--- config.mk ---
export PLATFORM = sky130hd
export DESIGN_NAME = integer_vector_gcd_reduce
export DESIGN_NICKNAME = d
export VERILOG_FILES = /design/src/design/igcd_pkg.sv /design/src/design/igcd_sub.sv /design/src/design/igcd_core.sv /design/src/design/integer_vector_gcd_reduce.sv
export SDC_FILE = /design/constraint.sdc
export NUM_CORES = 1
export LEC_CHECK = 0
export ABC_AREA = 1
export BUFFER_PORTS_ARGS = -buffer_cell sky130_fd_sc_hd__buf_2
export CORE_AREA = 2 2 323 325
export DETAILED_ROUTE_END_ITERATION = 10
export DIE_AREA = 0 0 325 327
export GPL_TIMING_DRIVEN = 0
export PLACE_DENSITY_LB_ADDON = 0.05
export REMOVE_ABC_BUFFERS = 1
export SYNTH_ARGS = -nofsm -noshare
export SYNTH_HDL_FRONTEND = slang
export SYNTH_HIERARCHICAL = 1
export SYNTH_SLANG_ARGS = --single-unit
--- constraint.sdc ---
create_clock -name clock -period 11.3 [get_ports clock]
set_input_delay 1.13 -clock clock [delete_from_list [all_inputs] [get_ports clock]]
set_output_delay 1.13 -clock clock [all_outputs]
set_load 0.1 [all_outputs]
--- src/design/igcd_pkg.sv ---
package igcd_pkg;

   localparam int COORD_WIDTH    = 64;
   localparam int FIELD_WIDTH    = 64;
   localparam int DIV_WIDTH      = 63;
   localparam int CNT_WIDTH      = $clog2(COORD_WIDTH);
   localparam int REQ_DATA_WIDTH = 2 * FIELD_WIDTH;
   localparam int RSP_DATA_WIDTH = ((2 * FIELD_WIDTH + DIV_WIDTH + 7) / 8) * 8;

   typedef logic [COORD_WIDTH-1:0] coord_type;

   typedef struct packed {
      coord_type diff;
      logic      borrow;
   } sub_result_type;

   typedef struct packed {
      coord_type x;
      coord_type y;
      coord_type divisor;
   } core_result_type;

endpackage

--- src/design/igcd_sub.sv ---
module igcd_sub (
   input  igcd_pkg::coord_type      op_a,
   input  igcd_pkg::coord_type      op_b,
   output igcd_pkg::sub_result_type result
);
   import igcd_pkg::*;

   logic [COORD_WIDTH:0] wide_diff;

   assign wide_diff     = {1'b0, op_a} - {1'b0, op_b};
   assign result.diff   = wide_diff[COORD_WIDTH-1:0];
   assign result.borrow = wide_diff[COORD_WIDTH];

endmodule

--- src/design/igcd_core.sv ---
module igcd_core (
   input  logic                      clock,
   input  logic                      reset,
   input  logic                      start_valid,
   output logic                      start_ready,
   input  igcd_pkg::coord_type       in_x,
   input  igcd_pkg::coord_type       in_y,
   output logic                      done_valid,
   input  logic                      done_ready,
   output igcd_pkg::core_result_type result
);
   import igcd_pkg::*;

   typedef enum logic [3:0] {
      IDLE, MAGX, MAGY, GCD, FIX, DIVX, DIVY, NEGX, NEGY, DONE
   } state_type;

   state_type            state_ff, state_in;
   coord_type            mx_ff, mx_in;
   coord_type            my_ff, my_in;
   coord_type            a_ff, a_in;
   coord_type            b_ff, b_in;
   coord_type            g_ff, g_in;
   coord_type            rem_ff, rem_in;
   logic [CNT_WIDTH-1:0] k_ff, k_in;
   logic [CNT_WIDTH-1:0] cnt_ff, cnt_in;
   logic                 neg_x_ff, neg_x_in;
   logic                 neg_y_ff, neg_y_in;
   logic                 flip_ff, flip_in;

   coord_type      sub_a, sub_b, rem_sh;
   sub_result_type sub;
   logic           dvd_msb;

   igcd_sub u_sub (
      .op_a   (sub_a),
      .op_b   (sub_b),
      .result (sub)
   );

   assign dvd_msb = (state_ff == DIVX) ? mx_ff[COORD_WIDTH-1] : my_ff[COORD_WIDTH-1];
   assign rem_sh  = {rem_ff[COORD_WIDTH-2:0], dvd_msb};

   always_comb begin
      case (state_ff)
         MAGX, NEGX: begin
            sub_a = '0;
            sub_b = mx_ff;
         end
         MAGY, NEGY: begin
            sub_a = '0;
            sub_b = my_ff;
         end
         GCD: begin
            sub_a = a_ff;
            sub_b = b_ff;
         end
         DIVX, DIVY: begin
            sub_a = rem_sh;
            sub_b = g_ff;
         end
         default: begin
            sub_a = '0;
            sub_b = '0;
         end
      endcase
   end

   always_comb begin
      state_in = state_ff;
      mx_in    = mx_ff;
      my_in    = my_ff;
      a_in     = a_ff;
      b_in     = b_ff;
      g_in     = g_ff;
      rem_in   = rem_ff;
      k_in     = k_ff;
      cnt_in   = cnt_ff;
      neg_x_in = neg_x_ff;
      neg_y_in = neg_y_ff;
      flip_in  = flip_ff;
      case (state_ff)
         IDLE: begin
            if (start_valid) begin
               mx_in    = in_x;
               my_in    = in_y;
               neg_x_in = in_x[COORD_WIDTH-1];
               neg_y_in = in_y[COORD_WIDTH-1];
               flip_in  = in_x[COORD_WIDTH-1] || (in_x == '0 && in_y[COORD_WIDTH-1]);
               k_in     = '0;
               state_in = MAGX;
            end
         end
         MAGX: begin
            if (neg_x_ff) mx_in = sub.diff;
            state_in = MAGY;
         end
         MAGY: begin
            a_in = mx_ff;
            if (neg_y_ff) begin
               my_in = sub.diff;
               b_in  = sub.diff;
            end else begin
               b_in  = my_ff;
            end
            state_in = GCD;
         end
         GCD: begin
            if (a_ff == '0 || b_ff == '0) begin
               g_in     = a_ff | b_ff;
               state_in = FIX;
            end else if (!a_ff[0] && !b_ff[0]) begin
               a_in = a_ff >> 1;
               b_in = b_ff >> 1;
               k_in = k_ff + 1'b1;
            end else if (!a_ff[0]) begin
               a_in = a_ff >> 1;
            end else if (!b_ff[0]) begin
               b_in = b_ff >> 1;
            end else if (!sub.borrow) begin
               a_in = sub.diff;
            end else begin
               a_in = b_ff;
               b_in = a_ff;
            end
         end
         FIX: begin
            if (g_ff == '0) begin
               state_in = DONE;
            end else if (k_ff == '0) begin
               rem_in   = '0;
               cnt_in   = '0;
               state_in = DIVX;
            end else begin
               g_in = g_ff << 1;
               k_in = k_ff - 1'b1;
            end
         end
         DIVX, DIVY: begin
            rem_in = sub.borrow ? rem_sh : sub.diff;
            if (state_ff == DIVX) mx_in = {mx_ff[COORD_WIDTH-2:0], !sub.borrow};
            else                  my_in = {my_ff[COORD_WIDTH-2:0], !sub.borrow};
            cnt_in = cnt_ff + 1'b1;
            if (cnt_ff == CNT_WIDTH'(COORD_WIDTH - 1)) begin
               cnt_in   = '0;
               rem_in   = '0;
               state_in = (state_ff == DIVX) ? DIVY : NEGX;
            end
         end
         NEGX: begin
            if (neg_x_ff != flip_ff) mx_in = sub.diff;
            state_in = NEGY;
         end
         NEGY: begin
            if (neg_y_ff != flip_ff) my_in = sub.diff;
            state_in = DONE;
         end
         DONE: begin
            if (done_ready) state_in = IDLE;
         end
         default: begin
            state_in = IDLE;
         end
      endcase
   end

   always_ff @(posedge clock) begin
      if (reset) begin
         state_ff <= IDLE;
      end else begin
         state_ff <= state_in;
      end
      mx_ff    <= mx_in;
      my_ff    <= my_in;
      a_ff     <= a_in;
      b_ff     <= b_in;
      g_ff     <= g_in;
      rem_ff   <= rem_in;
      k_ff     <= k_in;
      cnt_ff   <= cnt_in;
      neg_x_ff <= neg_x_in;
      neg_y_ff <= neg_y_in;
      flip_ff  <= flip_in;
   end

   assign start_ready    = (state_ff == IDLE);
   assign done_valid     = (state_ff == DONE);
   assign result.x       = mx_ff;
   assign result.y       = my_ff;
   assign result.divisor = g_ff;

endmodule

--- src/design/integer_vector_gcd_reduce.sv ---
// Per vector: magnitudes of x and y, binary GCD steps, restoring common factors of two,
// a bit-serial division of x and of y by the divisor, sign fix, then the result register;
// a zero vector skips the divisions and the sign fix.
// Throughput: one vector at a time; req_tready stays low while the vector is in work.
// All subtractions share one COORD_WIDTH-bit subtractor, so the steps run one after another.
// Synchronous active-high reset returns the sequencer to idle and empties the output register.
module integer_vector_gcd_reduce (
   input  logic                                  clock,
   input  logic                                  reset,
   input  logic                                  req_tvalid,
   output logic                                  req_tready,
   input  logic [igcd_pkg::REQ_DATA_WIDTH-1:0]   req_tdata,  // in_x, in_y
   output logic                                  rsp_tvalid,
   input  logic                                  rsp_tready,
   output logic [igcd_pkg::RSP_DATA_WIDTH-1:0]   rsp_tdata   // out_x, out_y, common_divisor
);
   import igcd_pkg::*;

   logic                   done_valid, done_ready;
   core_result_type        result;
   logic                   rsp_valid_ff, rsp_valid_in;
   logic [FIELD_WIDTH-1:0] out_x_ff, out_x_in;
   logic [FIELD_WIDTH-1:0] out_y_ff, out_y_in;
   logic [DIV_WIDTH-1:0]   div_ff, div_in;
   logic [FIELD_WIDTH-1:0] div_wide;

   igcd_core u_core (
      .clock       (clock),
      .reset       (reset),
      .start_valid (req_tvalid),
      .start_ready (req_tready),
      .in_x        (req_tdata[COORD_WIDTH-1:0]),
      .in_y        (req_tdata[FIELD_WIDTH +: COORD_WIDTH]),
      .done_valid  (done_valid),
      .done_ready  (done_ready),
      .result      (result)
   );

   assign done_ready = !rsp_valid_ff || rsp_tready;
   assign div_wide   = FIELD_WIDTH'(result.divisor);

   always_comb begin
      rsp_valid_in = rsp_valid_ff;
      out_x_in     = out_x_ff;
      out_y_in     = out_y_ff;
      div_in       = div_ff;
      if (done_valid && done_ready) begin
         rsp_valid_in = 1'b1;
         out_x_in     = FIELD_WIDTH'($signed(result.x));
         out_y_in     = FIELD_WIDTH'($signed(result.y));
         div_in       = div_wide[FIELD_WIDTH-1] ? '1 : div_wide[DIV_WIDTH-1:0];
      end else if (rsp_tready) begin
         rsp_valid_in = 1'b0;
      end
   end

   always_ff @(posedge clock) begin
      if (reset) begin
         rsp_valid_ff <= 1'b0;
      end else begin
         rsp_valid_ff <= rsp_valid_in;
      end
      out_x_ff <= out_x_in;
      out_y_ff <= out_y_in;
      div_ff   <= div_in;
   end

   assign rsp_tvalid = rsp_valid_ff;
   assign rsp_tdata  = {{(RSP_DATA_WIDTH - 2*FIELD_WIDTH - DIV_WIDTH){1'b0}},
                        div_ff, out_y_ff, out_x_ff};

   a_reset_idle: assert property (@(posedge clock) reset |=> req_tready)
      else $error("sequencer not idle after reset");

   a_busy_after_transfer: assert property (@(posedge clock) disable iff (reset)
      (req_tvalid && req_tready) |=> !req_tready)
      else $error("input accepted while a vector is in work");

   a_zero_divisor: assert property (@(posedge clock) disable iff (reset)
      (rsp_tvalid && div_ff == '0) |-> (out_x_ff == '0 && out_y_ff == '0))
      else $error("zero divisor with nonzero vector");

endmodule
==> results.md, run 1 <==
- CTS buffer count: 75
- Synth unique cells: ~50
- Detailed Routing Iterations Pass 1: 6
- ANT nets after route: 0
- Slowest CP cell: nor2_4
- Largest family of logic cells by synthesized area: simple AND/OR/NAND/NOR gates
- Critical path endpoint category: flop
- Commonest cells after routing, fill and taps aside: nand2_1, inv_1, edfxtp_1, nor2_1, buf_2
- FF-to-FF Start: u_core/state_ff[3]$_SDFFE_PP0P_
- GRT Overall Usage: 0.270
- Hold crit path type: reg -> reg
- Die X-Extent: 325 µm
- First-pass GRT wire length: 214000 µm
- Post-synth ARST share: 0
- Area Growth Syn to Fin: 18.1%
- Deepest clock path buffer count: 3
- Final #Nets: just under 5k
- Fill cells: 10.8k
- Maxcap violations: 0
- Final Hold Viols: 0
- Cts repair resizes: 0
- Critical Path Source Type: flop
- DRC viols: 0
- CP Data Required Time: 11.63 ns
- Worst r2r dst: u_core/b_ff[25]$_DFFE_PP_
- Delay-heaviest family, CP: compound AO/OA/AOI/OAI gates
- WL met1: around 67000 µm
- Period utilization: 0.741
- Drt initial violations: between 3k and 4k
- Seq/Total Area, Yosys: 0.496
- Fin area: between 40000 and 50000 µm²
- I/O Buffers: 324
- Met2 wire len: approximately 64000 µm
- Slew headroom: 0.0679
- Synth Area in Compound Gates: 0.149
- H-Tree Depth: 3
- Area share of fa/ha/maj cells after synthesis: 0.0252
- Hold_buf cts: 0
- Reg2reg path depth: 24
- Worst EP arrival: 8.70 ns
- Xor/xnor share of the synthesized area: 0.00880
- CP startpoint: u_core/state_ff[3]$_SDFFE_PP0P_
- Post-CTS setup buffers: 0
- Max incr delay on CP: 0.98 ns
- Main synth FF type: edfxtp_1
- CTS tree: built
- Die Y: between 300 and 400 µm
- Mux cell area share after synthesis: 0
- Detailed-route wire length: 146000 µm
- Fin. max-slew vios: 0
- CP Cell Sequence: inv_2, nand2_4, inv_2, nand3_4, buf_16, inv_2, nor2_4, inv_2, nand2_1, o211ai_1, inv_1, ha_1, a21oi_1, o21ai_0, nand2_1, o211ai_1, nor2_1, nand2_1, a21oi_4, buf_12, a21oi_1, a21oi_4, buf_16, buf_12
- EDFF count, synth: 589
- Worst slew pin tran: 1.40 ns
- HP Start: u_core/mx_ff[57]$_DFFE_PP_
- Crit path buf inv count: 9
- Post-route non-filler standard cell count: 6130
- Top Metal Used: met5
- Initial antenna violation count: 4
- Minimum clock period: 8.37 ns
- Largest net degree at the start of global routing: 69
- Status: finished clean
- Placed Instances: around 6k
- Vias/cell: approximately 5.3
- WP depth: 24
- GRT Residual Overflow: 0
- Post-synthesis simple-gate area fraction: 0.224
- DR WL/cell: 23.9 µm
- Multi-input logic area: between 10000 and 15000 µm²
- RSZ-0062 raised after global routing: false
- Sequential standard cell area: 17800 µm²
- Post-DP HPWL: 110000 µm
- CTS sink cnt: 594
- Top Ports: between 300 and 400
- Worst-path clk slew: about 0.06 ns
- Final setup viols: 0
- Routability cong.: 0.904
- Vias in the first global route: 31.7k
- Layout cells sized above 1: 0.138
- Critical path type: reg -> reg
- Cells after Synth: approximately 4.4k
- Wire length on met3: between 10000 and 15000 µm
- Core Area: 103000 µm²
- Skew final: 0.0311 ns
- Crit path to: u_core/b_ff[25]$_DFFE_PP_
- Peak Freq: 0.119 GHz
- Die area: 106000 µm²
- Synth Area per Inst: 8.14 µm²
- CP most frequent cell: inv_2
- Placed cell area: 39900 µm²
- Site Rows: ~120
- CTS Root Buffer Type: clkbuf_16
- YS warnings: 6
- Synth Cell Area: ~36000 µm²
- Critical Path Fanout Max: 41
- Vias after detailed routing: around 32k
- Yosys reg bits: 594
- Starting density of the core: 0.348
- Commonest non-fill, non-tap cell in the layout: nand2_1
- R2R setup slack: approximately 3 ns
- Clock Latency Late Sink: 0.65 ns
-- synth_stat cells (all sizes together) (2+ instances only) --
cell     number  share of area
a21oi       301          0.042
a22o         12         0.0029
a22oi        18         0.0038
a31oi        30         0.0052
buf         107          0.016
clkbuf       85         0.0091
dfxtp         5         0.0028
edfxtp      589           0.49
fa            2         0.0011
ha           69          0.024
inv         692          0.073
nand2      1179           0.13
nand3       133          0.020
nand4        23         0.0040
nor2        501          0.056
nor3         23         0.0038
nor4         16         0.0031
o2111ai       2        0.00049
o211ai       66          0.014
o21ai       196          0.027
o21bai        3        0.00063
o221ai      129          0.032
o22ai       114          0.020
or2          64          0.011
xnor2         3        0.00073
xor2         33         0.0081
-- final cells by class --
class	count	share of cell area
well taps	1380	0.0408
clock inverters	46	0.00949
repair buffers	404	0.0743
inverters	692	0.0620
multi-input cells	2923	0.346
diodes	4	0.000237
flip-flops and latches	594	0.420
clock buffers	87	0.0464
-- cells by family (layout without fill, tap and decap cells) --
| group | Yosys count | count (layout) |
|---|---|---|
| AO/OA/AOI/OAI | 875 | 875 |
| AND/OR/NAND/NOR | 1940 | 1940 |
| adder cells (fa/ha/maj) | 71 | 71 |
| XOR/XNOR | 36 | 36 |
| flip-flops | 594 | 594 |
| buffers and inverters | 884 | 1229 |
| other | 1 | 5 |
-- worst min path at each step --
stage / slack (ns) / depth (start not counted) / end
floorplan: 0.43 / 0 / out_x_ff[0]$_DFFE_PP_
global placement: 0.43 / 0 / out_x_ff[13]$_DFFE_PP_
detailed placement: 0.44 / 0 / out_x_ff[57]$_DFFE_PP_
CTS: 0.45 / 0 / out_x_ff[45]$_DFFE_PP_
global route: 0.46 / 0 / out_x_ff[13]$_DFFE_PP_
finish: 0.45 / 0 / out_x_ff[57]$_DFFE_PP_
-- worst reg2reg max path: stages, from the launching register on --
cell      delay [ns]
dfxtp_1         0.44
inv_2           0.12
nand2_4         0.14
inv_2           0.09
nand3_4         0.35
buf_16          0.34
inv_2           0.14
nor2_4          0.98
inv_2           0.98
nand2_1         0.29
o211ai_1        0.16
inv_1           0.10
ha_1            0.33
a21oi_1         0.40
o21ai_0         0.28
nand2_1         0.12
o211ai_1        0.16
nor2_1          0.18
nand2_1         0.11
a21oi_4         0.76
buf_12          0.30
a21oi_1         0.14
a21oi_4         0.63
buf_16          0.25
buf_12          0.22
-- through the flow --
stage | utilization | hold slack, ns | setup slack [ns] | setup TNS, ns
6_report | 0.411 | 0.447 | 2.93 | 0
5_1_grt | 0.411 | 0.455 | 2.77 | 0
4_1_cts | 0.411 | 0.450 | 3.00 | 0
3_5_place_dp | 0.388 | 0.436 | 3.03 | 0
3_3_place_gp | 0.372 | 0.433 | -23.78 | -7575.04
2_1_floorplan | - | 0.426 | -6.75 | -964.60
-- routing by layer --
| metal | vias up | GRT usage |
|---|---|---|
| li1 | 15372 | - |
| met1 | 15720 | 0.385 |
| met2 | 1179 | 0.414 |
| met3 | 189 | 0.0478 |
| met4 | 2 | 0.0850 |
| met5 | - | 0 |
-- sequential cells by signal, summed over array words and instances (netlist names) --
| register | cells |
|---|---|
| div_ff | 63 |
| out_x_ff | 64 |
| out_y_ff | 64 |
| rsp_tvalid | 1 |
| u_core/a_ff | 64 |
| u_core/b_ff | 64 |
| u_core/cnt_ff | 6 |
| u_core/flip_ff | 1 |
| u_core/g_ff | 64 |
| u_core/k_ff | 6 |
| u_core/mx_ff | 64 |
| u_core/my_ff | 64 |
| u_core/neg_x_ff | 1 |
| u_core/neg_y_ff | 1 |
| u_core/rem_ff | 63 |
| u_core/state_ff | 4 |
Power of run 1 is not shown: default switching activity piles up to over one toggle a cycle in this logic, so the estimate is an artifact.
==> run 2, diff against run 1 <==
Clock period 11.3 ns to 7.1 ns, I/O delays scaled along.
==> run 2 against run 1 <==
  * Non-clock buffer count up 6
  * Utilization increased by 0.063 points
  * Via count up 0.51%
  * Critical path type unchanged
  * Largest cell class unchanged
==> results.md, run 2 (synthesis gave the netlist of run 1 again) <==
- H-Tree Depth: 3 (unchanged)
- Fin. max-slew vios: 0 (unchanged)
- Final #Nets: 4901 (+0.16%)
- Die area: 106000 µm² (unchanged)
- Hold_buf cts: 0 (unchanged)
- Peak Freq: 0.148 GHz (+24%)
- Layout cells sized above 1: 0.139 (+0.00145)
- DRC viols: 0 (unchanged)
- Detailed Routing Iterations Pass 1: 8 (+2)
- CP startpoint: u_core/state_ff[1]$_SDFFE_PP0P_
- Vias after detailed routing: 32.6k (+0.51%)
- First-pass GRT wire length: 215000 µm (+0.38%)
- Status: finished clean
- RSZ-0062 raised after global routing: false
- I/O Buffers: 324 (unchanged)
- Worst slew pin tran: 1.20 ns (-0.199 ns)
- Initial antenna violation count: 5 (+1)
- Final core utilization: 0.412 (+0.000633)
- Critical path endpoint category: flop
- FF-to-FF Start: u_core/state_ff[1]$_SDFFE_PP0P_
- Hold crit path type: in -> reg
- Worst-path clk slew: 0.05 ns (about the same)
- Slew headroom: 0.193 (+0.125)
- Skew final: 0.0288 ns (-0.00230 ns)
- Critical path type: reg -> reg
- Critical Path Fanout Max: 68 (+66%)
- Deepest clock path buffer count: 3 (unchanged)
- DR WL/cell: 24.0 µm (+0.50%)
- Routability cong.: 0.904 (unchanged)
- Period utilization: 0.949 (+0.209)
- HP Start: reset
- Clock Latency Late Sink: 0.65 ns (about the same)
- Fill cells: 10.8k (-0.028%)
- Final Hold Viols: 0 (unchanged)
- R2R setup slack: 0.36 ns (-2.57 ns)
- GRT Overall Usage: 0.271 (+0.00129)
- Commonest cells after routing, fill and taps aside: nand2_1, inv_1, edfxtp_1, nor2_1, buf_2
- CTS sink cnt: 594 (unchanged)
- Final setup viols: 0 (unchanged)
- Die Y: 327 µm (unchanged)
- CTS buffer count: 75 (unchanged)
- Vias/cell: 5.32 (+0.39%)
- Starting density of the core: 0.348 (unchanged)
- Area Growth Syn to Fin: 18.2%
- Largest net degree at the start of global routing: 69 (unchanged)
- Top Ports: 326 (unchanged)
- Site Rows: 118 (unchanged)
- CTS Root Buffer Type: clkbuf_16
- Reg2reg path depth: 27 (+13%)
- Hold Path End: rsp_tvalid$_SDFFE_PP0P_
- Vias in the first global route: 31.7k (+0.18%)
- ANT nets after route: 0 (unchanged)
- Commonest non-fill, non-tap cell in the layout: nand2_1
- Worst EP arrival: 7.06 ns (-1.64 ns)
- Maxcap violations: 0 (unchanged)
- Hold Crit Depth: 2 (+2)
- Die X-Extent: 325 µm (unchanged)
- GRT Residual Overflow: 0 (unchanged)
- CTS tree: built
- Minimum clock period: 6.74 ns (-1.63 ns)
- Post-DP HPWL: 110000 µm (unchanged)
- Drt initial violations: 3113 (+1.5%)
- Worst r2r dst: u_core/b_ff[34]$_DFFE_PP_
- Core Area: 103000 µm² (unchanged)
- Final Hold Slack: 0.282 ns (-0.165 ns)
- Critical Path Source Type: flop
- Detailed-route wire length: 147000 µm (+0.62%)
- CP Data Required Time: 7.43 ns (-4.20 ns)
-- run 2: changes by cell type in the layout (fill, tap and decap cells not counted), sizes merged --
| cell | previous run | this run |
|---|---|---|
| nor2 | 501 | 502 |
| buf | 404 | 410 |
| diode | 4 | 3 |
| a21oi | 301 | 302 |
-- run 2: worst max path at each step --
stage / depth (start not counted) / slack [ns] / to
3_5_place_dp: 24 / -1.17 / u_core/b_ff[27]$_DFFE_PP_
4_1_cts: 27 / 0.05 / u_core/b_ff[25]$_DFFE_PP_
6_report: 27 / 0.36 / u_core/b_ff[34]$_DFFE_PP_
2_1_floorplan: 18 / -10.95 / u_core/b_ff[10]$_DFFE_PP_
5_1_grt: 27 / 0.14 / u_core/b_ff[34]$_DFFE_PP_
3_3_place_gp: 18 / -27.98 / u_core/b_ff[27]$_DFFE_PP_
-- run 2: per-stage QoR --
stage	area, µm²	setup TNS, ns	instances	setup WS, ns
6_report	42400	0	6137	0.361
5_1_grt	42400	0	6134	0.143
4_1_cts	42300	0	6128	0.0504
3_5_place_dp	39900	-91.31	5992	-1.17
3_3_place_gp	38300	-	5913	-27.98
2_1_floorplan	35000	-3203.51	4209	-10.95
-- run 2: per-layer routing --
metal,share of wire,up-vias,global-route usage
li1,-,15391,-
met1,0.46,15842,0.386
met2,0.44,1197,0.415
met3,0.070,192,0.0491
met4,0.029,4,0.0888
met5,0.00016,-,0
-- run 2: area by class of cell --
class	count	area, µm²	area share
clock buffers	87	1960	0.0464
well taps	1380	1730	0.0408
inverters	692	2630	0.0620
multi-input cells	2925	14700	0.346
repair buffers	410	3190	0.0752
diodes	3	7.51	0.000177
flip-flops and latches	594	17800	0.420
clock inverters	46	402	0.00948
-- run 2: critical path, cell delays in order (launching register included) --
cell and delay [ns]:
dfxtp_1 0.50, nand2_2 0.21, nor2_8 0.43, buf_16 0.28, buf_16 0.29, inv_6 0.22, buf_16 0.27, nor2_4 0.63
buf_12 0.27, a21oi_1 0.06, o211ai_1 0.16, ha_1 0.27, fa_1 0.23, inv_1 0.09, nand3_1 0.08, nand2_2 0.11
nand2_1 0.09, nand2_2 0.11, nand3_1 0.10, nand2_1 0.14, nand2_1 0.10, nand2_1 0.20, a21oi_4 0.30, buf_12 0.23
a21oi_1 0.12, a21oi_4 0.22, buf_4 0.23, buf_12 0.19
-- run 2: what timing repair did --
item,CTS,global route
gates resized for setup,1,0
buffers inserted,1,5
pin swaps,2,0
cloned,2,0
endpoints found under the setup margin,190,53
Power of run 2 is left out for the same reason.
